===== src/rtl/core/bb3_pkg.sv =====
// ---------------------------------------------------------------------------
// bb3_pkg
// Shared types and constants of the edge-aware 3x3 box blur.
// ---------------------------------------------------------------------------
`default_nettype none

package bb3_pkg;

  localparam int MAX_WIDTH   = 1024;
  localparam int MAX_HEIGHT  = 1024;
  localparam int COL_W       = $clog2(MAX_WIDTH);
  localparam int ROW_W       = $clog2(MAX_HEIGHT);
  localparam int SIZE_W      = 11;
  localparam int CFG_IDX_W   = 2;
  localparam int CHAN_W      = 8;
  localparam int PIX_W       = 3 * CHAN_W;
  // four row slots: row y lives in slot y mod 4
  localparam int SLOT_W      = 2;
  localparam int ADDR_W      = SLOT_W + COL_W;
  localparam int STORE_DEPTH = 1 << ADDR_W;
  localparam int QUEUE_DEPTH = 2;
  localparam int QPTR_W      = $clog2(QUEUE_DEPTH);
  localparam int QCNT_W      = $clog2(QUEUE_DEPTH + 1);
  localparam int SUM_W       = 12;
  localparam int CNT_W       = 4;
  localparam int NUM_W       = 13;
  localparam int DIV_W       = 5;
  localparam int STEP_W      = 3;

  localparam logic [CFG_IDX_W-1:0] REG_WIDTH  = 2'd0;
  localparam logic [CFG_IDX_W-1:0] REG_HEIGHT = 2'd1;

  typedef struct packed {
    logic [CHAN_W-1:0] red_in;
    logic [CHAN_W-1:0] green_in;
    logic [CHAN_W-1:0] blue_in;
  } in_pix_t;

  typedef struct packed {
    logic [ROW_W-1:0]  out_row;
    logic [COL_W-1:0]  out_col;
    logic [CHAN_W-1:0] red_out;
    logic [CHAN_W-1:0] green_out;
    logic [CHAN_W-1:0] blue_out;
    logic              last_of_run;
  } out_pix_t;

  typedef struct packed {
    logic [ROW_W-1:0] h_last;
    logic [COL_W-1:0] w_last;
  } size_t;

  typedef struct packed {
    logic [ROW_W-1:0] row;
    logic [COL_W-1:0] col;
    logic             has_up;
    logic             last_row;
    logic             has_left;
    logic             last_col;
  } q_entry_t;

endpackage

`default_nettype wire


===== src/rtl/core/bb3_back.sv =====
// ---------------------------------------------------------------------------
// bb3_back
// Expands a request into its outputs; per output it reads the 3x3
// neighborhood from the line store, sums it and divides by the count.
// ---------------------------------------------------------------------------
`default_nettype none

module bb3_back (
  input  wire logic                         clk,
  input  wire logic                         rst_n,
  input  wire bb3_pkg::size_t               size,
  input  wire logic                         q_empty,
  input  wire bb3_pkg::q_entry_t            q_head,
  output logic                              q_pop,
  output logic                              busy,
  output logic      [bb3_pkg::ADDR_W-1:0]   rd_addr,
  input  wire logic [bb3_pkg::PIX_W-1:0]    rd_data,
  output logic                              out_valid,
  input  wire logic                         out_ready,
  output bb3_pkg::out_pix_t                 out_data
);

  typedef enum logic [5:0] {
    ST_IDLE = 6'b000001,
    ST_READ = 6'b000010,
    ST_ACC  = 6'b000100,
    ST_PREP = 6'b001000,
    ST_DIV  = 6'b010000,
    ST_OUT  = 6'b100000
  } bb3_state_t;

  bb3_state_t                    st_r, st_nxt;
  bb3_pkg::q_entry_t             ent_r, ent_nxt;
  logic                          ji_r, ji_nxt;
  logic                          jj_r, jj_nxt;
  logic [1:0]                    dr_r, dr_nxt;
  logic [1:0]                    dc_r, dc_nxt;
  logic                          acc_en_r;
  logic [bb3_pkg::SUM_W-1:0]     sum_r [3];
  logic [bb3_pkg::SUM_W-1:0]     sum_nxt [3];
  logic [bb3_pkg::CNT_W-1:0]     cnt_r, cnt_nxt;
  logic [bb3_pkg::NUM_W-1:0]     rem_r [3];
  logic [bb3_pkg::NUM_W-1:0]     rem_nxt [3];
  logic [bb3_pkg::CHAN_W-1:0]    quo_r [3];
  logic [bb3_pkg::CHAN_W-1:0]    quo_nxt [3];
  logic [bb3_pkg::STEP_W-1:0]    step_r, step_nxt;
  logic                          out_valid_r, out_valid_nxt;
  bb3_pkg::out_pix_t             out_data_r, out_data_nxt;

  logic [bb3_pkg::ROW_W-1:0]     orow;
  logic [bb3_pkg::COL_W-1:0]     ocol;
  logic                          row_job_last;
  logic                          col_job_last;
  logic                          job_last;
  logic                          nb_ok;
  logic [bb3_pkg::SLOT_W-1:0]    nb_slot;
  logic [bb3_pkg::COL_W-1:0]     nb_col;
  logic [bb3_pkg::CHAN_W-1:0]    chan [3];
  logic [bb3_pkg::DIV_W-1:0]     divisor;
  logic [bb3_pkg::NUM_W-1:0]     dsh;
  bb3_pkg::in_pix_t              rd_pix;

  assign rd_pix  = rd_data;
  assign chan[0] = rd_pix.red_in;
  assign chan[1] = rd_pix.green_in;
  assign chan[2] = rd_pix.blue_in;

  // first job of a request is one row/column back when that exists
  assign orow = (ent_r.has_up && !ji_r) ? ent_r.row - bb3_pkg::ROW_W'(1) : ent_r.row;
  assign ocol = (ent_r.has_left && !jj_r) ? ent_r.col - bb3_pkg::COL_W'(1) : ent_r.col;
  assign row_job_last = (ji_r == (ent_r.has_up && ent_r.last_row));
  assign col_job_last = (jj_r == (ent_r.has_left && ent_r.last_col));
  assign job_last     = row_job_last && col_job_last;

  assign nb_ok = !(dr_r == 2'd0 && orow == '0) && !(dr_r == 2'd2 && orow == size.h_last)
              && !(dc_r == 2'd0 && ocol == '0) && !(dc_r == 2'd2 && ocol == size.w_last);
  assign nb_slot = orow[bb3_pkg::SLOT_W-1:0] + dr_r - 2'd1;
  assign nb_col  = ocol + bb3_pkg::COL_W'(dc_r) - bb3_pkg::COL_W'(1);
  assign rd_addr = {nb_slot, nb_col};

  assign divisor = {cnt_r, 1'b0};
  assign dsh     = bb3_pkg::NUM_W'(divisor) << step_r;

  assign q_pop     = (st_r == ST_IDLE) && !q_empty;
  assign busy      = (st_r != ST_IDLE);
  assign out_valid = out_valid_r;
  assign out_data  = out_data_r;

  always_comb begin
    st_nxt        = st_r;
    ent_nxt       = ent_r;
    ji_nxt        = ji_r;
    jj_nxt        = jj_r;
    dr_nxt        = dr_r;
    dc_nxt        = dc_r;
    cnt_nxt       = cnt_r;
    step_nxt      = step_r;
    out_data_nxt  = out_data_r;
    out_valid_nxt = out_valid_r && !out_ready;
    for (int ch = 0; ch < 3; ch++) begin
      sum_nxt[ch] = acc_en_r ? sum_r[ch] + bb3_pkg::SUM_W'(chan[ch]) : sum_r[ch];
      rem_nxt[ch] = rem_r[ch];
      quo_nxt[ch] = quo_r[ch];
    end

    case (st_r)
      ST_IDLE: begin
        if (!q_empty) begin
          ent_nxt = q_head;
          ji_nxt  = 1'b0;
          jj_nxt  = 1'b0;
          dr_nxt  = 2'd0;
          dc_nxt  = 2'd0;
          cnt_nxt = '0;
          for (int ch = 0; ch < 3; ch++) begin
            sum_nxt[ch] = '0;
          end
          st_nxt = ST_READ;
        end
      end
      ST_READ: begin
        if (nb_ok) begin
          cnt_nxt = cnt_r + bb3_pkg::CNT_W'(1);
        end
        if (dc_r == 2'd2) begin
          dc_nxt = 2'd0;
          dr_nxt = dr_r + 2'd1;
        end else begin
          dc_nxt = dc_r + 2'd1;
        end
        if (dr_r == 2'd2 && dc_r == 2'd2) begin
          st_nxt = ST_ACC;
        end
      end
      ST_ACC: begin
        st_nxt = ST_PREP;
      end
      ST_PREP: begin
        for (int ch = 0; ch < 3; ch++) begin
          rem_nxt[ch] = {sum_r[ch], 1'b0} + bb3_pkg::NUM_W'(cnt_r);
          quo_nxt[ch] = '0;
        end
        step_nxt = '1;
        st_nxt   = ST_DIV;
      end
      ST_DIV: begin
        for (int ch = 0; ch < 3; ch++) begin
          if (rem_r[ch] >= dsh) begin
            rem_nxt[ch]         = rem_r[ch] - dsh;
            quo_nxt[ch][step_r] = 1'b1;
          end
        end
        if (step_r == '0) begin
          st_nxt = ST_OUT;
        end else begin
          step_nxt = step_r - bb3_pkg::STEP_W'(1);
        end
      end
      ST_OUT: begin
        if (!out_valid_r || out_ready) begin
          out_valid_nxt            = 1'b1;
          out_data_nxt.out_row     = orow;
          out_data_nxt.out_col     = ocol;
          out_data_nxt.red_out     = quo_r[0];
          out_data_nxt.green_out   = quo_r[1];
          out_data_nxt.blue_out    = quo_r[2];
          out_data_nxt.last_of_run = job_last;
          if (job_last) begin
            st_nxt = ST_IDLE;
          end else begin
            // advance to the next output in raster order
            if (col_job_last) begin
              jj_nxt = 1'b0;
              ji_nxt = 1'b1;
            end else begin
              jj_nxt = 1'b1;
            end
            dr_nxt  = 2'd0;
            dc_nxt  = 2'd0;
            cnt_nxt = '0;
            for (int ch = 0; ch < 3; ch++) begin
              sum_nxt[ch] = '0;
            end
            st_nxt = ST_READ;
          end
        end
      end
      default: begin
        st_nxt = ST_IDLE;
      end
    endcase
  end

  always_ff @(posedge clk) begin
    if (!rst_n) begin
      st_r        <= ST_IDLE;
      acc_en_r    <= 1'b0;
      out_valid_r <= 1'b0;
    end else begin
      st_r        <= st_nxt;
      acc_en_r    <= (st_r == ST_READ) && nb_ok;
      out_valid_r <= out_valid_nxt;
    end
  end

  always_ff @(posedge clk) begin
    ent_r      <= ent_nxt;
    ji_r       <= ji_nxt;
    jj_r       <= jj_nxt;
    dr_r       <= dr_nxt;
    dc_r       <= dc_nxt;
    cnt_r      <= cnt_nxt;
    step_r     <= step_nxt;
    out_data_r <= out_data_nxt;
    for (int ch = 0; ch < 3; ch++) begin
      sum_r[ch] <= sum_nxt[ch];
      rem_r[ch] <= rem_nxt[ch];
      quo_r[ch] <= quo_nxt[ch];
    end
  end

  a_cnt_nonzero: assert property (@(posedge clk) disable iff (!rst_n)
    (st_r == ST_OUT) |-> (cnt_r != '0))
    else $error("output with empty neighborhood");

  a_acc_after_read: assert property (@(posedge clk) disable iff (!rst_n)
    acc_en_r |-> $past(st_r == ST_READ))
    else $error("accumulate without a store read");

  a_quotient_fits: assert property (@(posedge clk) disable iff (!rst_n)
    (st_r == ST_DIV && step_r == '1) |->
      (rem_r[0] < (bb3_pkg::NUM_W'(divisor) << 8) &&
       rem_r[1] < (bb3_pkg::NUM_W'(divisor) << 8) &&
       rem_r[2] < (bb3_pkg::NUM_W'(divisor) << 8)))
    else $error("quotient overflows channel width");

endmodule

`default_nettype wire


===== config.mk =====
export PLATFORM = sky130hd
export DESIGN_NAME = bb3_back
export DESIGN_NICKNAME = d
export VERILOG_FILES = /design/src/rtl/core/bb3_pkg.sv /design/src/rtl/core/bb3_back.sv
export SDC_FILE = /design/constraint.sdc
export NUM_CORES = 1
export LEC_CHECK = 0
export BUFFER_PORTS_ARGS = -buffer_cell sky130_fd_sc_hd__buf_2
export CAP_MARGIN = 25
export CORE_ASPECT_RATIO = 0.8
export CORE_UTILIZATION = 60
export DETAILED_ROUTE_END_ITERATION = 8
export PLACE_DENSITY_LB_ADDON = 0.15
export SLEW_MARGIN = 20
export SYNTH_ARGS = -nofsm -noshare
export SYNTH_HDL_FRONTEND = slang
export SYNTH_SLANG_ARGS = --single-unit

===== constraint.sdc =====
create_clock -name clk -period 7.1 [get_ports clk]
set_clock_uncertainty 0.15 [all_clocks]
set_input_delay 1.42 -clock clk [delete_from_list [all_inputs] [get_ports clk]]
set_output_delay 1.42 -clock clk [all_outputs]
set_load 0.01 [all_outputs]

==> Yosys cells after proc, flatten, opt, wreduce, memory -nomap -nowiden <==
Memory sizes are Yosys's and may differ from the RTL's.
Index checks and enable logic that the tools add are counted.
W data, S select, Z words.
{ "word_totals": {"mem_bits_rw": 99, "n_memories": 3, "out_inout_bits": 60, "reg_bits": 90, "input_bits": 72, "wordCells": 169} }
{ "memory_table": {"columns": ["name", "depth", "width", "read_ports", "rd_ports_with_merged_regs", "write_ports", "line", "source"], "rows": [
  ["rem_r", 3, 13, 3, 0, 3, "bb3_back.sv:42", "logic [bb3_pkg::NUM_W-1:0] rem_r [3];"],
  ["sum_r", 3, 12, 3, 0, 3, "bb3_back.sv:39", "logic [bb3_pkg::SUM_W-1:0] sum_r [3];"],
  ["quo_r", 3, 8, 3, 0, 3, "bb3_back.sv:44", "logic [bb3_pkg::CHAN_W-1:0] quo_r [3];"]
]} }
{ "classes": {"shift": 1, "reduce_logical": 44, "magnitude_cmp": 5, "n_mux": 50, "bitwise_logic": 4, "n_eq_ne": 22, "add_sub_neg": 19} }
{ "op_table": {"columns": ["op", "n"], "rows": [
  ["$mux W36", 3],
  ["$pmux W39 S2", 1],
  ["$pmux W36 S2", 1],
  ["$pmux W24 S2", 1],
  ["$add A13 B4 Y13", 3],
  ["$ge A13 B13 Y1", 3],
  ["$mux W13", 3],
  ["$sub A13 B13 Y13", 3],
  ["$add A12 B8 Y12", 3],
  ["$mux W12", 3],
  ["$pmux W6 S6", 1],
  ["$sub A10 B1 Y10 const B", 3],
  ["$mux W6", 4],
  ["$mux W8", 3],
  ["$or A8 B8 Y8", 3],
  ["$eq A10 B10 Y1", 2],
  ["$logic_not A10 Y1", 2],
  ["$mux W10", 2],
  ["$ne A2 B2 Y1 const B", 9],
  ["$logic_and A1 B1 Y1", 17],
  ["$mux W4", 4],
  ["$reduce_and A5 Y1", 3],
  ["$shl A5 B3 Y13", 1],
  ["$mux W2", 6],
  ["other kinds (33)", 61]
]} }

==> Logic depth before layout (Yosys ltp) <==
{ "depth": {"ltp_word": 11, "depth_mapped": 16, "depth_no_buf": 15} }

==> Worst setup path before layout <==
Ideal clock, no wire load.
{ "synth_timing": {"kind": "reg-to-reg", "startpoint": "reg step_r[0] (netlist name)", "endpoint": "mem quo_r[0][16] (netlist name) (enable)", "path_slack_ps": 2640, "arrival_time_ps": 3885, "setup_time_ps": 425, "path_stages_with_launch": 15, "synth_period_minus_slack_ps": 4460, "t_required_ps": 6525, "n_path_buf": 2, "path_cell_list": "edfxtp_1 -> clkbuf_1 -> clkbuf_1 -> nor3_1 -> nand2_1 -> inv_1 -> ha_1 -> o21a_1 -> o21ai_0 -> nand2b_1 -> nand4_1 -> a31o_2 -> o21ai_0 -> a21oi_1 -> o21ai_0"} }
{ "synth_lines": {"columns": ["element", "line"], "rows": [
  ["end, declared", "bb3_back.sv:44"]
]} }

==> Worst setup path after layout <==
{ "layout_timing": {"startpoint": "reg ent_r[4] (netlist name)", "endpoint": "out rd_addr[9] (netlist name)"} }
{ "layout_via": {"elab_chain_cells": 4} }
{ "layout_lines": {"columns": ["element", "line", "source"], "rows": [
  ["start, declared", "bb3_back.sv:33", "bb3_pkg::q_entry_t ent_r, ent_nxt;"],
  ["start signal, assigned", "bb3_back.sv:207", "ent_r <= ent_nxt;"],
  ["$sub A10 B1 Y10", "bb3_back.sv:70", "assign ocol = (ent_r.has_left && !jj_r) ? ent_r.col - bb3_pkg::COL_W'(1) : ent_r.col;"],
  ["$mux W10", "bb3_back.sv:70", null],
  ["named net ocol, one bit", "bb3_back.sv:51", "logic [bb3_pkg::COL_W-1:0] ocol;"],
  ["$add A10 B2 Y10", "bb3_back.sv:78", "assign nb_col = ocol + bb3_pkg::COL_W'(dc_r) - bb3_pkg::COL_W'(1);"],
  ["$sub A10 B1 Y10", "bb3_back.sv:78", null],
  ["end, declared", "bb3_back.sv:16", "output logic [bb3_pkg::ADDR_W-1:0] rd_addr,"]
]} }
The timed path passes the listed nets, and every way through them passes these cells.

==> metrics <==
outcome completed; Setup Fix Bufs, Post-CTS 0; total number of vias 8,648; RSZ-0062 raised after global routing no; TritonCTS Buffers 17; CTS tree yes; Hold WS 0.299 ns; number of flops mapped to enable cells by yosys 144; crit-path max FO 4; dpl cells 1,498; GR Layer Usage met3 0.0444; count of cell types in the netlist 66; Max Freq 189 MHz; leak pwr 5.23 nW; Worst-path clk slew 0.08 ns; DRC errors left 0; syn nets 1,311; number of global-route vias before repair 8,015; Synth area leaders edfxtp_1 (38%), ha_1 (10%), dfxtp_1 (7.7%), xnor2_1 (6.8%), nor2_1 (4.8%); Ports 132; Die Height 126 um; P per Cell Area 270 nW/um^2; crit path buf inv count 4; Std-Cell Core Area 18,400 um^2; first-pass GRT wire length 40,700 um; period utilization 0.744; minimum clock period 5.28 ns; gp weighted congestion 0.893; Finished Core Util 0.708; DP HPWL 18,800 um; WL final 25,000 um; CP startpoint kind flip-flop; Root Buffer clkbuf_16; Worst-Margin Slew 0.791 ns; full die area 19,700 um^2; initial DRC count 615; Final nets 1,437; wire per inst 16.3 um; fin area 13,100 um^2; Max H-tree Level 4; clk sink count 188; port bufs 131; Yosys top cell area share 0.377; Die X 157 um; dpl ws 2.30 ns; Mapped Cells 1,139; Hold Buf Count CTS 0; First-pass DRT Iterations 7; Final setup viols 0; most frequent cells in the layout nor2_1 (145), edfxtp_1 (144), buf_2 (131); GR Layer Usage met2 0.390; Max Cap Viol 0; proportion of layout cells with a drive suffix above 1 0.153; Longest Clk Path Bufs 2; clk_lat worst skew 0.44 ns; Hold Vio Cnt, Final 0; Hold Path Class flip-flop to flip-flop; Synth area leader edfxtp_1; initial cell density of the core 0.622; Placed Area 12,400 um^2; Setup crit end kind output port; Setup TNS Final 0 ns; mapped cell area 11,500 um^2; most common cell after layout, fill and taps aside nor2_1; kind of critical path flip-flop to output port; CP cell instances inv_1 > ha_1 > o21ai_1 > inv_1 > ha_1 > inv_1 > ha_1 > fa_1 > a21oi_1 > nor2_1 > nor2_1 > o21bai_1 > a21oi_1 > o21ai_0 > xnor2_1 > buf_2; Slew Limit Fails 0; slowest CP cell edfxtp_1; Syn-to-layout area delta 13.9%; Antenna Cells 0; largest net degree at the start of global routing 48; Final ANT Viol Nets 0; most crowded layer after global routing met1; worst stage delay on the critical path 0.44 ns; total gr overflow 0; register area share after synthesis 0.454; Max-slew headroom 0.473; synthesized area per cell 10.1 um^2; initial antenna violation count 0; GRT Resource Usage Total 0.268; most used flip-flop cell after synthesis edfxtp_1; Worst Path Required 5.53 ns; Worst EP arrival 3.71 ns; final worst slack 1.82 ns; Post-synth ARST share 0; non-filler instance count after layout 1,531; Max IR drop VDD 206 uV; Yosys reg bits 188; yosys synthesis warning count 0; Vias/cell 5.65; M1 GR Usage 0.411; Tot Pwr 3.53 mW; cts repair resizes 0; CP delay by family, top adder cells; Site Rows 44
cells in the mapped netlist (3+ instances only):
cell type    n
and3_1       4
or2_2        6
nand4b_1     4
nand2b_1    14
a211o_1      3
xnor2_1     89
nand3_1     15
inv_1       64
nand4_1     16
ha_1        93
o21a_1       5
a31oi_1     15
or4_1        4
a21boi_0     3
o21bai_1    12
fa_1         7
nor4_1       8
nor2b_1     18
a21o_1      20
o211ai_1     6
dfxtp_1     44
nand2_1     89
clkbuf_1    26
mux2i_1     26
o21ai_0     62
nor3_1      22
and2_1       7
a211oi_1     3
nor2_1     147
xor2_1      43
buf_1        3
a21oi_1     58
edfxtp_1   144
nand3b_1     6
o31ai_1      3
and4_1       3
or3_1       11
metal layers:
layer / up-vias / share of wire
li1: 4306 / -
met1: 4001 / 0.49
met2: 311 / 0.43
met3: 30 / 0.069
met4: 0 / 0.012
met5: - / 0
report_power, final:
group          total, mW  leakage (nW)  internal [mW]  switching, mW
Combinational       1.09          3.29          0.454          0.638
Clock               1.03         0.319          0.577          0.455
Sequential          1.41          1.62           1.29          0.115
Total               3.53          5.23           2.32           1.21
worst reg2reg max path: stages (launching register included):
cell and delay, ns:
edfxtp_1 0.59, mux2_2 0.40, a22oi_1 0.21, nor2_1 0.06
a31oi_1 0.43, ha_1 0.38, a21o_1 0.18, a21oi_1 0.18
a31oi_1 0.14, a21o_1 0.20, a21oi_1 0.20, nand3b_1 0.15
nand3_2 0.47
final cells by class:
| class | instances | area, um^2 |
|---|---|---|
| timing repair buffer | 139 | 719 |
| clock inverter | 15 | 228 |
| fill | 1372 | 5380 |
| multi-input combinational | 854 | 5920 |
| sequential | 188 | 5200 |
| tap | 253 | 317 |
| clock buffer | 17 | 425 |
| inverter | 65 | 244 |
state kept, by name, summed over array words and instances (netlist names), 3 cells and up:
signal / cells
out_data: 45
cnt_r: 4
step_r: 3
ent_r: 24
st_r: 6
quo_r: 24
rem_r: 38
sum_r: 36
kinds of logic (layout without fill, tap and decap cells):
| logic type | after synthesis | count (layout) | synth area share |
|---|---|---|---|
| and+or+nand+nor | 385 | 385 | 0.163 |
| adders and majority gates | 100 | 100 | 0.114 |
| buffers and inverters | 97 | 236 | 0.0323 |
| DFF | 188 | 188 | 0.454 |
| AOI/OAI and AO/OA | 208 | 208 | 0.110 |
| muxes | 28 | 28 | 0.0247 |
| xor gates and xnor gates | 133 | 133 | 0.102 |
path summary, 6_finish.rpt:
path | cells past startpoint | to | start | slack (ns)
setup / recovery | 16 | rd_addr[9] | ent_r[4]$_DFFE_PP_ | 1.82
hold / removal | 0 | out_data[18]$_DFFE_PP_ | quo_r[0][1]$_SDFFCE_PN0P_ | 0.30
setup reg to reg | 12 | quo_r[0][3]$_SDFFCE_PN0P_ | step_r[1]$_SDFFCE_PN1P_ | 2.93
hold reg to reg | 0 | out_data[18]$_DFFE_PP_ | quo_r[0][1]$_SDFFCE_PN0P_ | 0.30
(Power assumes the default switching activity.)
