===== src/rtl/core/bb3_pkg.sv =====
// ---------------------------------------------------------------------------
// bb3_pkg
// Shared types and constants of the edge-aware 3x3 box blur.
// ---------------------------------------------------------------------------
`default_nettype none

package bb3_pkg;

  localparam int MAX_WIDTH   = 1024;
  localparam int MAX_HEIGHT  = 1024;
  localparam int COL_W       = $clog2(MAX_WIDTH);
  localparam int ROW_W       = $clog2(MAX_HEIGHT);
  localparam int SIZE_W      = 11;
  localparam int CFG_IDX_W   = 2;
  localparam int CHAN_W      = 8;
  localparam int PIX_W       = 3 * CHAN_W;
  // four row slots: row y lives in slot y mod 4
  localparam int SLOT_W      = 2;
  localparam int ADDR_W      = SLOT_W + COL_W;
  localparam int STORE_DEPTH = 1 << ADDR_W;
  localparam int QUEUE_DEPTH = 2;
  localparam int QPTR_W      = $clog2(QUEUE_DEPTH);
  localparam int QCNT_W      = $clog2(QUEUE_DEPTH + 1);
  localparam int SUM_W       = 12;
  localparam int CNT_W       = 4;
  localparam int NUM_W       = 13;
  localparam int DIV_W       = 5;
  localparam int STEP_W      = 3;

  localparam logic [CFG_IDX_W-1:0] REG_WIDTH  = 2'd0;
  localparam logic [CFG_IDX_W-1:0] REG_HEIGHT = 2'd1;

  typedef struct packed {
    logic [CHAN_W-1:0] red_in;
    logic [CHAN_W-1:0] green_in;
    logic [CHAN_W-1:0] blue_in;
  } in_pix_t;

  typedef struct packed {
    logic [ROW_W-1:0]  out_row;
    logic [COL_W-1:0]  out_col;
    logic [CHAN_W-1:0] red_out;
    logic [CHAN_W-1:0] green_out;
    logic [CHAN_W-1:0] blue_out;
    logic              last_of_run;
  } out_pix_t;

  typedef struct packed {
    logic [ROW_W-1:0] h_last;
    logic [COL_W-1:0] w_last;
  } size_t;

  typedef struct packed {
    logic [ROW_W-1:0] row;
    logic [COL_W-1:0] col;
    logic             has_up;
    logic             last_row;
    logic             has_left;
    logic             last_col;
  } q_entry_t;

endpackage

`default_nettype wire


===== src/rtl/core/bb3_queue.sv =====
// ---------------------------------------------------------------------------
// bb3_queue
// Short request queue between the front end and the back end.
// ---------------------------------------------------------------------------
`default_nettype none

module bb3_queue (
  input  wire logic              clk,
  input  wire logic              rst_n,
  input  wire logic              push,
  input  wire bb3_pkg::q_entry_t push_entry,
  input  wire logic              pop,
  output logic                   empty,
  output bb3_pkg::q_entry_t      head
);

  bb3_pkg::q_entry_t             mem_r [bb3_pkg::QUEUE_DEPTH];
  logic [bb3_pkg::QPTR_W-1:0]    wptr_r, wptr_nxt;
  logic [bb3_pkg::QPTR_W-1:0]    rptr_r, rptr_nxt;
  logic [bb3_pkg::QCNT_W-1:0]    cnt_r, cnt_nxt;

  assign empty = (cnt_r == '0);
  assign head  = mem_r[rptr_r];

  always_comb begin
    wptr_nxt = wptr_r;
    rptr_nxt = rptr_r;
    cnt_nxt  = cnt_r;
    if (push) begin
      wptr_nxt = (wptr_r == bb3_pkg::QPTR_W'(bb3_pkg::QUEUE_DEPTH - 1)) ?
                 '0 : wptr_r + bb3_pkg::QPTR_W'(1);
    end
    if (pop) begin
      rptr_nxt = (rptr_r == bb3_pkg::QPTR_W'(bb3_pkg::QUEUE_DEPTH - 1)) ?
                 '0 : rptr_r + bb3_pkg::QPTR_W'(1);
    end
    if (push && !pop) begin
      cnt_nxt = cnt_r + bb3_pkg::QCNT_W'(1);
    end else if (pop && !push) begin
      cnt_nxt = cnt_r - bb3_pkg::QCNT_W'(1);
    end
  end

  always_ff @(posedge clk) begin
    if (!rst_n) begin
      wptr_r <= '0;
      rptr_r <= '0;
      cnt_r  <= '0;
    end else begin
      wptr_r <= wptr_nxt;
      rptr_r <= rptr_nxt;
      cnt_r  <= cnt_nxt;
    end
  end

  always_ff @(posedge clk) begin
    if (push) begin
      mem_r[wptr_r] <= push_entry;
    end
  end

endmodule

`default_nettype wire


===== config.mk =====
export PLATFORM = sky130hd
export DESIGN_NAME = bb3_queue
export DESIGN_NICKNAME = d
export VERILOG_FILES = /design/src/rtl/core/bb3_pkg.sv /design/src/rtl/core/bb3_queue.sv
export SDC_FILE = /design/constraint.sdc
export NUM_CORES = 1
export LEC_CHECK = 0
export ABC_CLOCK_PERIOD_IN_PS = 2600
export BUFFER_PORTS_ARGS = -buffer_cell sky130_fd_sc_hd__buf_2
export CORE_UTILIZATION = 51
export CTS_CLUSTER_DIAMETER = 100
export DETAILED_ROUTE_END_ITERATION = 7
export PLACE_DENSITY = 0.74
export SYNTH_ARGS = -nofsm -noshare
export SYNTH_HDL_FRONTEND = slang
export SYNTH_SLANG_ARGS = --single-unit

===== constraint.sdc =====
create_clock -name clk -period 2.6 [get_ports clk]
set_input_delay 0.13 -clock clk [delete_from_list [all_inputs] [get_ports clk]]
set_output_delay 0.13 -clock clk [all_outputs]
set_load 0.1 [all_outputs]

======== Word level (Yosys, flattened, before mapping) ========
Memory sizes are Yosys's and may differ from the RTL's. A register that Yosys moved wholly into a read port is not among the register bits.
Index checks and enable logic that the tools add are counted.
cells by class
  mux-type cells .......................... 8
  reduce and logical (&&, ||, !) cells .... 6
  $add $sub $neg .......................... 4
operators with widths
  kind                                              number
  2-to-1 mux 1 bit                                  6
  2-to-1 mux 2 bit                                  2
  adder 1 bit, second input constant                2
  adder 2 x 1 -> 2 bit, second input constant       1
  logical AND 1 bit                                 2
  logical NOT 1 bit                                 2
  logical NOT 2 bit                                 1
  nonzero test 2 bit                                1
  subtractor 2 x 1 -> 2 bit, second input constant  1
storage, ports and cells
  bits of input ports ..................... 28
  register bits ........................... 4
  memories kept ........................... 1
  bits in writable memories ............... 48
  word-level logic and storage cells ...... 22
memory list
  name   depth  bits a word  read ports  clocked after Yosys merged registers in  write ports  RTL line         RTL
  mem_r  2      24           1           1                                        1            bb3_queue.sv:17  bb3_pkg::q_entry_t mem_r [bb3_pkg::QUEUE_DEPTH];

======== Logic depth before layout (Yosys ltp) ========
Gate-level depths: netlist of run 1.
  depth after elaboration ................. 4
  gate-level depth with buffers ........... 5
  depth with buffers taken out ............ 5

======== Worst setup path before layout of run 1 ========
Ideal clock, no wire load.
  kind .................................... register to register
  from .................................... register wptr_r
  to ...................................... memory mem_r[0][0] in the netlist's numbering, enable pin
  setup slack ............................. 764 ps
  period minus slack after synthesis ...... 1836 ps
  arrival time ............................ 1427 ps
  required time ........................... 2191 ps
  stages on the path, launching flop included .. 2
  cell sequence ........................... dfxtp_1 > nor2b_1
RTL lines
  item                    RTL line         RTL
  start, declared         bb3_queue.sv:18  logic [bb3_pkg::QPTR_W-1:0] wptr_r, wptr_nxt;
  start signal, assigned  bb3_queue.sv:50  wptr_r <= wptr_nxt;
  end, declared           bb3_queue.sv:17
No word-level cell before the write port.

==> metrics.txt, run 1 <==
I/O Pins 53; width of the chip 63.71 um; part of the power in combinational logic 25.3%; vertical extent of the die 63.71 um; Hold/Removal Path Class input port to register; clock sink count 53; DRT Wirelength 2968 um; sum of overflow across all layers after global routing 0; detailed-route wire length per cell 14.48 um; clock tree from TritonCTS built; clock buffers created by TritonCTS 5; syn_area_per_cell 20.23 um^2; count of different cell masters after synthesis 16; unrepaired setup endpoints after global routing false; Rows 22; number of nets in the final layout 185; final weighted congestion in routability-driven placement 0.6687; Initial Util 53.04%; Final Max Slew Viols 0; first-pass iteration count of the detailed router 3; layout cells sized above 1 55.41%; Yosys top cell by area edfxtp_1; number of setup buffers added after CTS 0; largest net degree at the start of global routing 16; mean number of vias per cell 4.932; via count of the routed design 1,011; PwrDens 803.5 nW/um^2; worst slew margin relative to its limit 63.38%; top cells by area, synth edfxtp_1, mux2_2, dfxtp_1, and2_1, xor2_1; WHS 0.01715 ns; number of nets with antenna violations after routing 0; count of synthesis-stage warnings from yosys 0; switching power 632.9 uW; run status complete, no violations; Register-to-Register Setup Slack 1.12 ns; Gates resized, CTS repair 0; Internal Pwr Total 1260 uW; clock group share of total power 21.9%; data arrival at the endpoint of the critical path 1.89 ns; Total GRT Usage 15.77%; HPWL after DPL 2139 um; most frequent cell after synthesis edfxtp_1; CTS max path bufs 2; syn nets 125; CTS H-Tree Depth 2; FFs w/ async S/R, synth 0%; initial DRC count 24; VDD IR max 0.4188 mV; total DRC errors in the routed layout 0; most used flip-flop cell after synthesis edfxtp_1; startpoint type of the worst setup path register; slew of the pin with the lowest slew margin 0.5492 ns; leading cell types by count after synthesis edfxtp_1, mux2_2, dfxtp_1; Worst Setup End Kind primary output; area of the die 4058 um^2; clk slew on worst S/H paths 0.08 ns; Post-Synthesis Cell Area 1942 um^2; type of the worst setup path register to primary output; Root Buffer clkbuf_8; wire length of the first global-routing pass 4533 um; register bit total from synthesis 53; post-route minimum period 2.017 ns; number of enable flip-flop cells after synthesis 48; quantity of I/O buffers inserted on ports 52; fraction of power spent switching nets 33.43%; area inside the core boundary 3661 um^2; Fin Setup TNS 0 ns; Tcrit/Tclk final 77.57%; Flop pwr share 52.8%; hold violation count in the final report 0; Static Leak 0.0009020 uW; maximum net fanout on the critical path 14; initial antenna violation count 0; Synth top area share 74.23%; Area Overhead vs Synth 21.33%; max frequency 495.8 MHz; area of the multi-input gates 379.1 um^2; number of hold buffers added after cts 0; number of maximum-capacitance violations 0; vias in the first global route 1,024; sequential standard cell area 1541 um^2; count of inserted antenna diode cells 0; post-synthesis sequential area ratio 79.38%; number of standard cells after synthesis 96; later-pin clock latency in the skew report 0.30 ns; final-layout fill cell count 268; clk_skew 0.006294 ns; final setup violation count 0; CP Data Required Time 2.47 ns
-- flip-flops by register name, indices dropped and copies added (netlist names), named ones only --
name    flops
cnt_r       2
mem_r      48
rptr_r      1
wptr_r      1
-- worst paths after layout --
check,start,endpoint,cells past startpoint
worst max-delay path,register,head[0],3
worst min register to register,cnt_r[1],cnt_r[1],2
worst max register to register,wptr_r,mem_r[1][10],2
worst min-delay path,push_entry[6],mem_r[1][6],1
-- layout make-up --
cell class                 instances  area share, %
tap                               48          2.549
timing repair buffer              56          12.32
inverter                           1         0.1593
clock buffer                       5          2.921
clock inverter                     3         0.5311
multi-input combinational         39          16.09
sequential                        53          65.43
-- cell usage in the layout (no fill, tap or decap), types with 2 or more instances in the layout --
cell      count
and2_1        4
clkbuf_8      5
xor2_1        2
mux2_2       24
edfxtp_1     48
buf_4         4
dfxtp_1       5
buf_2        52
clkinv_1      2
-- critical path: stages (launching register included) --
cell and delay, ns:
dfxtp_1 0.61, buf_4 0.32, mux2_2 0.36, buf_2 0.29
-- power by group through the flow --
| stage | Combinational, uW | Sequential (uW) | Clock (uW) |
|---|---|---|---|
| finish | 478 | 999 | 415 |
| global route | 494 | 1000 | 453 |
| CTS | 482 | 1000 | 425 |
| detailed placement | 480 | 1020 | 0 |
| global placement | 474 | 1020 | 0 |
| floorplan | 409 | 1010 | 0 |
-- layer usage --
metal	vias up	wire length, um	track usage [%]
met5	-	0	0
met4	0	65	9.091
met3	7	153	5.435
met2	28	1541	26.60
met1	489	1207	17.06
li1	487	-	-
-- through the flow --
stage                     cell area, um^2  utilization, %  worst slack (ns)  instances  power (uW)
after global routing                 2356           64.35            0.4724        205        1951
final                                2356           64.35            0.5831        205        1893
after global placement               2275           62.13            0.9178        197        1490
after detailed placement             2275           62.13            0.9015        197        1500
after floorplan                      1942               -            0.7638         96        1419
after CTS                            2356           64.35            0.5716        205        1907
-- cell families (layout without fill, tap and decap cells) --
kind of cell	count (synthesis)	after routing	synth area share, %
mux	24	24	13.92
buf+inv	4	65	1.224
compound gates	3	3	1.031
xor+xnor	3	3	1.353
fa+ha+maj	1	1	0.6442
simple gates	8	8	2.448
flops	53	53	79.38
Power figures use the tool's default switching activity.
==> run 2: changes to the inputs <==
--- a/config.mk
+++ b/config.mk
@@ -5,12 +5,12 @@
 export SDC_FILE = /design/constraint.sdc
 export NUM_CORES = 1
 export LEC_CHECK = 0
-export ABC_CLOCK_PERIOD_IN_PS = 2600
+export ABC_CLOCK_PERIOD_IN_PS = 1820
 export BUFFER_PORTS_ARGS = -buffer_cell sky130_fd_sc_hd__buf_2
-export CORE_UTILIZATION = 51
+export CORE_UTILIZATION = 46
 export CTS_CLUSTER_DIAMETER = 100
 export DETAILED_ROUTE_END_ITERATION = 7
-export PLACE_DENSITY = 0.74
+export PLACE_DENSITY = 0.7
 export SYNTH_ARGS = -nofsm -noshare
 export SYNTH_HDL_FRONTEND = slang
 export SYNTH_SLANG_ARGS = --single-unit
==> constraint.sdc (replaced) <==
create_clock -name clk -period 1.82 [get_ports clk]
set_input_delay 0.091 -clock clk [delete_from_list [all_inputs] [get_ports clk]]
set_output_delay 0.091 -clock clk [all_outputs]
set_load 0.1 [all_outputs]
==> run 2 against run 1 <==
Combinational power grew 97%. Clock skew barely moved. Clock-buffer cell count increased by 1. Sequential share of layout area down 14 points. Global-route usage is 2.6 points higher. Routed wire length grew 20%. Sequential power increased by 42%. Power increased by 65%. Worst setup slack worse by 0.30 ns.
==> metrics.txt, run 2 (synthesis results as in run 1) <==
topmost layer with routed signal wires met4; Total GRT Usage 18.39%; number of maximum-capacitance violations 0; part of the power in combinational logic 30.2%; initial antenna violation count 0; unrepaired setup endpoints after global routing false; number of flip-flops under the largest register name 48; maximum net fanout on the critical path 14; clock group share of total power 24.2%; area inside the core boundary 4029 um^2; DRT Wirelength 3570 um; PwrDens 1041 nW/um^2; HPWL after DPL 2309 um; commonest non-fill, non-tap cells in the layout edfxtp_1, buf_2, mux2_2, dlygate4sd3_1, buf_12; Root Buffer clkbuf_8; Tcrit/Tclk final 84.26%; clock buffers created by TritonCTS 5; Worst Setup End Kind primary output; quantity of I/O buffers inserted on ports 52; data arrival at the endpoint of the critical path 1.44 ns; commonest non-fill, non-tap cell in the layout edfxtp_1; CTS H-Tree Depth 2; number of nets with antenna violations after routing 0; Final Instance Area 2999 um^2; slew of the pin with the lowest slew margin 0.4832 ns; startpoint type of the worst setup path register; CP Data Required Time 1.73 ns; Gates resized, CTS repair 0; clock sink count 53; Hold/Removal Path Class input port to register; Flop pwr share 45.6%; combined buffer and inverter count along the critical path 2; length of routed met3 wiring 140 um; Slowest-stage cell, CP mux2_2; highest cell delay on the worst timing path 0.40 ns; Post-Route Utilization 74.44%; total placed instance area 2653 um^2; Area Overhead vs Synth 54.45%; final setup violation count 0; Internal Pwr Total 2156 uW; type of the worst setup path register to primary output; sum of overflow across all layers after global routing 0; clock tree from TritonCTS built; width of the chip 66.97 um; post-route minimum period 1.534 ns; hold violation count in the final report 0; run status complete, no violations; vias in the first global route 1,172; cell family with most CP delay multiplexers; CTS max path bufs 2; later-pin clock latency in the skew report 0.30 ns; Fin Setup TNS 0 ns; count of inserted antenna diode cells 0; worst slew margin relative to its limit 68.01%; total DRC errors in the routed layout 0; met2 routed wirelength 2027 um; fraction of power spent switching nets 30.91%; clk slew on worst S/H paths 0.09 ns; largest registers ranked by flip-flop count mem_r (48), cnt_r (2); max frequency 652.1 MHz; Final Max Slew Viols 0; Design Power 3121 uW; VDD IR max 0.8027 mV; clk_skew 0.005901 ns; Static Leak 0.001154 uW; initial DRC count 28; detailed-route wire length per cell 15.32 um; area of the die 4485 um^2; final weighted congestion in routability-driven placement 0.6412; largest net degree at the start of global routing 18; switching power 964.7 uW; Rows 23; list of cells traversed by the critical path buf_4, mux2_2, buf_12; mean number of vias per cell 4.773; total routed wire length on the met1 layer 1350 um; Most flops, register mem_r; via count of the routed design 1,112; vertical extent of the die 66.97 um; layout cells sized above 1 48.63%; I/O Pins 53; wire length of the first global-routing pass 5595 um; number of nets in the final layout 211; final-layout fill cell count 249; first-pass iteration count of the detailed router 2; Initial Util 48.20%
[run 2: what timing repair did]
item	in CTS	in global routing
buffers inserted	0	0
hold buffers	24	0
hold endpoints to repair	48	0
[run 2: power by group through the flow]
stage,registers (uW),logic (uW),clock network (uW)
detailed placement,1450,907,0
floorplan,1440,585,0
finish,1420,943,755
global route,1430,975,822
global placement,1440,894,0
CTS,1420,949,775
[run 2: path summary, 6_finish.rpt]
kind / to / cells past startpoint / start / slack [ns]
setup / recovery: head[18] / 3 / register / 0.29
hold / removal: register / 2 / rst_n / 0.05
setup reg to reg: mem_r[1][22] / 2 / wptr_r / 0.49
hold reg to reg: cnt_r[1] / 2 / cnt_r[1] / 0.52
[run 2: per-layer routing]
| layer | vias to the layer above | global-route usage [%] |
|---|---|---|
| met1 | 540 | 20.85 |
| met2 | 31 | 32.83 |
| met5 | - | 0 |
| met4 | 0 | 7.181 |
| li1 | 535 | - |
| met3 | 6 | 4.623 |
[run 2: per-stage QoR]
step | setup WS, ns | hold slack (ns) | instances
floorplan | 0.1532 | 0.1899 | 96
global placement | 0.5750 | 0.2806 | 201
detailed placement | 0.4801 | 0.2832 | 201
CTS | 0.2854 | 0.04230 | 233
global route | 0.2188 | 0.06097 | 233
finish | 0.2864 | 0.04682 | 233
[run 2: area by class of cell]
class | count | area [um^2] | area share, %
flip-flops and latches | 53 | 1541 | 51.40
clock buffers | 6 | 72.57 | 2.420
multi-input cells | 39 | 379.1 | 12.64
well taps | 50 | 62.56 | 2.086
repair buffers | 82 | 905.9 | 30.20
inverters | 1 | 3.754 | 0.1252
clock inverters | 2 | 33.78 | 1.126
[run 2: worst reg2reg max path, cell delays in order, from the launching register on]
cell and delay [ns]:
dfxtp_1 0.38, and2_1 0.41, buf_4 0.27
==> run 3: changes to the inputs <==
--- a/config.mk
+++ b/config.mk
@@ -5,12 +5,13 @@
 export SDC_FILE = /design/constraint.sdc
 export NUM_CORES = 1
 export LEC_CHECK = 0
-export ABC_CLOCK_PERIOD_IN_PS = 1820
+export ABC_AREA = 1
+export ABC_CLOCK_PERIOD_IN_PS = 1500
 export BUFFER_PORTS_ARGS = -buffer_cell sky130_fd_sc_hd__buf_2
-export CORE_UTILIZATION = 46
+export CORE_UTILIZATION = 51
 export CTS_CLUSTER_DIAMETER = 100
 export DETAILED_ROUTE_END_ITERATION = 7
-export PLACE_DENSITY = 0.7
+export PLACE_DENSITY = 0.73
 export SYNTH_ARGS = -nofsm -noshare
 export SYNTH_HDL_FRONTEND = slang
 export SYNTH_SLANG_ARGS = --single-unit
==> constraint.sdc (replaced) <==
create_clock -name clk -period 1.5 [get_ports clk]
set_input_delay 0.075 -clock clk [delete_from_list [all_inputs] [get_ports clk]]
set_output_delay 0.075 -clock clk [all_outputs]
set_load 0.1 [all_outputs]
==> run 3 against run 2 <==
Worst setup slack worse by 0.25 ns. Cell area up 4.1%. Cell count up 4.7%. Clock-buffer cell count up 1. Power up 20%. Non-clock buffer count unchanged. Largest power group unchanged.
==> metrics.txt, run 3 <==
highest cell delay on the worst timing path 0.38 ns; max frequency 682.0 MHz; Final Instance Area 3122 um^2; Post-Route Utilization 82.78%; Root Buffer clkbuf_8; I/O Pins 53; wire length of the first global-routing pass 6141 um; initial DRC count 32; Yosys top cell by area edfxtp_1; via count of the routed design 1,178; top cells by area, synth edfxtp_1, mux2_4, dfxtp_1, mux2_2, buf_12; post-route minimum period 1.466 ns; combined buffer and inverter count along the critical path 2; area inside the core boundary 3771 um^2; detailed-route wire length per cell 16.06 um; total placed instance area 2741 um^2; clk_skew 0.005355 ns; maximum net fanout on the critical path 10; layout cells sized above 1 46.94%; startpoint type of the worst setup path register; number of setup buffers added after CTS 0; number of flip-flops under the largest register name 48; mean number of vias per cell 4.828; vertical extent of the die 65.59 um; Total GRT Usage 20.55%; cell family with most CP delay flip-flops; number of maximum-capacitance violations 0; Slowest-stage cell, CP dfxtp_4; leading cell types by count after synthesis edfxtp_1, mux2_4, inv_1, nand2_1, nor2_1; final weighted congestion in routability-driven placement 0.6466; Tcrit/Tclk final 97.75%; largest registers ranked by flip-flop count mem_r (48), cnt_r (2); number of standard cells after synthesis 109; syn nets 138; width of the chip 65.59 um; register bit total from synthesis 53; data arrival at the endpoint of the critical path 1.39 ns; DRT Wirelength 3919 um; first-pass iteration count of the detailed router 4; area of the die 4301 um^2; FFs w/ async S/R, synth 0%; CTS H-Tree Depth 2; largest net degree at the start of global routing 16; Area Overhead vs Synth 51.40%; VDD IR max 0.9148 mV; clock buffers created by TritonCTS 5; slew of the pin with the lowest slew margin 0.4819 ns; Most flops, register mem_r; later-pin clock latency in the skew report 0.30 ns; clock tree from TritonCTS built; total DRC errors in the routed layout 0; number of nets in the final layout 224; Final Max Slew Viols 0; clk slew on worst S/H paths 0.08 ns; count of different cell masters after synthesis 14; list of cells traversed by the critical path buf_8, mux2_2, buf_12; area of the multi-input gates 444.2 um^2; sum of overflow across all layers after global routing 0; CTS max path bufs 2; Register-to-Register Setup Slack 0.38 ns; HPWL after DPL 2297 um; final-layout fill cell count 183; Static Leak 0.001280 uW; number of nets with antenna violations after routing 0; syn_area_per_cell 18.92 um^2; PwrDens 1202 nW/um^2; Rows 22; Initial Util 54.68%; commonest non-fill, non-tap cell in the layout edfxtp_1; count of synthesis-stage warnings from yosys 0; most frequent cell after synthesis edfxtp_1; worst slew margin relative to its limit 68.10%; vias in the first global route 1,297; run status complete, no violations; Hold/Removal Path Class input port to register; count of inserted antenna diode cells 0; hold violation count in the final report 0; most used flip-flop cell after synthesis edfxtp_1; number of enable flip-flop cells after synthesis 48; commonest non-fill, non-tap cells in the layout edfxtp_1, buf_2, buf_12; final setup violation count 0; Worst Setup End Kind primary output; quantity of I/O buffers inserted on ports 52; post-synthesis sequential area ratio 74.76%; clock sink count 53; Post-Synthesis Cell Area 2062 um^2; sequential standard cell area 1545 um^2; initial antenna violation count 0; Synth top area share 69.90%; CP Data Required Time 1.42 ns; Design Power 3752 uW; type of the worst setup path register to primary output
-- run 3: logic make-up (layout without fill, tap and decap cells) --
family / after synthesis / in the layout / synth area share [%]
DFF: 53 / 53 / 74.76
muxes: 24 / 24 / 16.75
and+or+nand+nor: 18 / 18 / 3.459
buffers and inverters: 11 / 98 / 3.944
AOI/OAI and AO/OA: 2 / 2 / 0.4850
adders and majority gates: 1 / 1 / 0.6067
-- run 3: metrics by stage --
| stage | hold WS, ns | setup WS (ns) | setup TNS, ns | cells |
|---|---|---|---|---|
| after floorplan | 0.1739 | 0.1346 | 0 | 109 |
| after global placement | 0.2616 | 0.2876 | 0 | 212 |
| after detailed placement | 0.2689 | 0.2753 | 0 | 212 |
| after CTS | 0.03341 | -0.009898 | -0.03178 | 244 |
| after global routing | 0.05666 | -0.002754 | -0.002901 | 244 |
| final | 0.04527 | 0.03368 | 0 | 244 |
-- run 3: what timing repair did --
| action | in CTS | in global routing |
|---|---|---|
| cloned | 0 | 0 |
| gates resized for setup | 1 | 6 |
| hold buffers | 24 | 0 |
| setup endpoints to repair | 9 | 24 |
| endpoints found under the hold margin | 48 | 0 |
-- run 3: final timing paths --
check             startpoint     endpoint  cells after the start
setup / recovery    register     head[10]                      3
hold / removal           pop     register                      3
setup reg to reg      wptr_r  mem_r[1][6]                      3
hold reg to reg       wptr_r       wptr_r                      2
-- run 3: layout make-up --
type / instances / share of cell area (%)
clock buffers: 7 / 2.766
clock inverters: 1 / 0.9619
inverters: 8 / 0.9619
repair buffers: 82 / 29.66
well taps: 48 / 1.924
multi-input cells: 45 / 14.23
flip-flops and latches: 53 / 49.50
-- run 3: report_power, final --
group | internal (uW) | switching, uW | total, uW | leakage [uW]
sequential | 1700 | 31.0 | 1730 | 0.000493
clock | 544 | 412 | 956 | 0.0000585
combinational | 413 | 653 | 1070 | 0.000729
-- run 3: routing by layer --
| metal | part of all wire [%] | GRT usage (%) |
|---|---|---|
| met5 | 0 | 0 |
| met4 | 1.8 | 7.065 |
| met3 | 3.6 | 4.861 |
| met2 | 57 | 39.18 |
| met1 | 38 | 21.76 |
-- run 3: worst register-to-register path, delay by kind of cell, from the launching register on --
kind	cells	cell delay (ns)
buffers and inverters	2	0.34
flip-flops	1	0.37
AND/OR/NAND/NOR	1	0.10
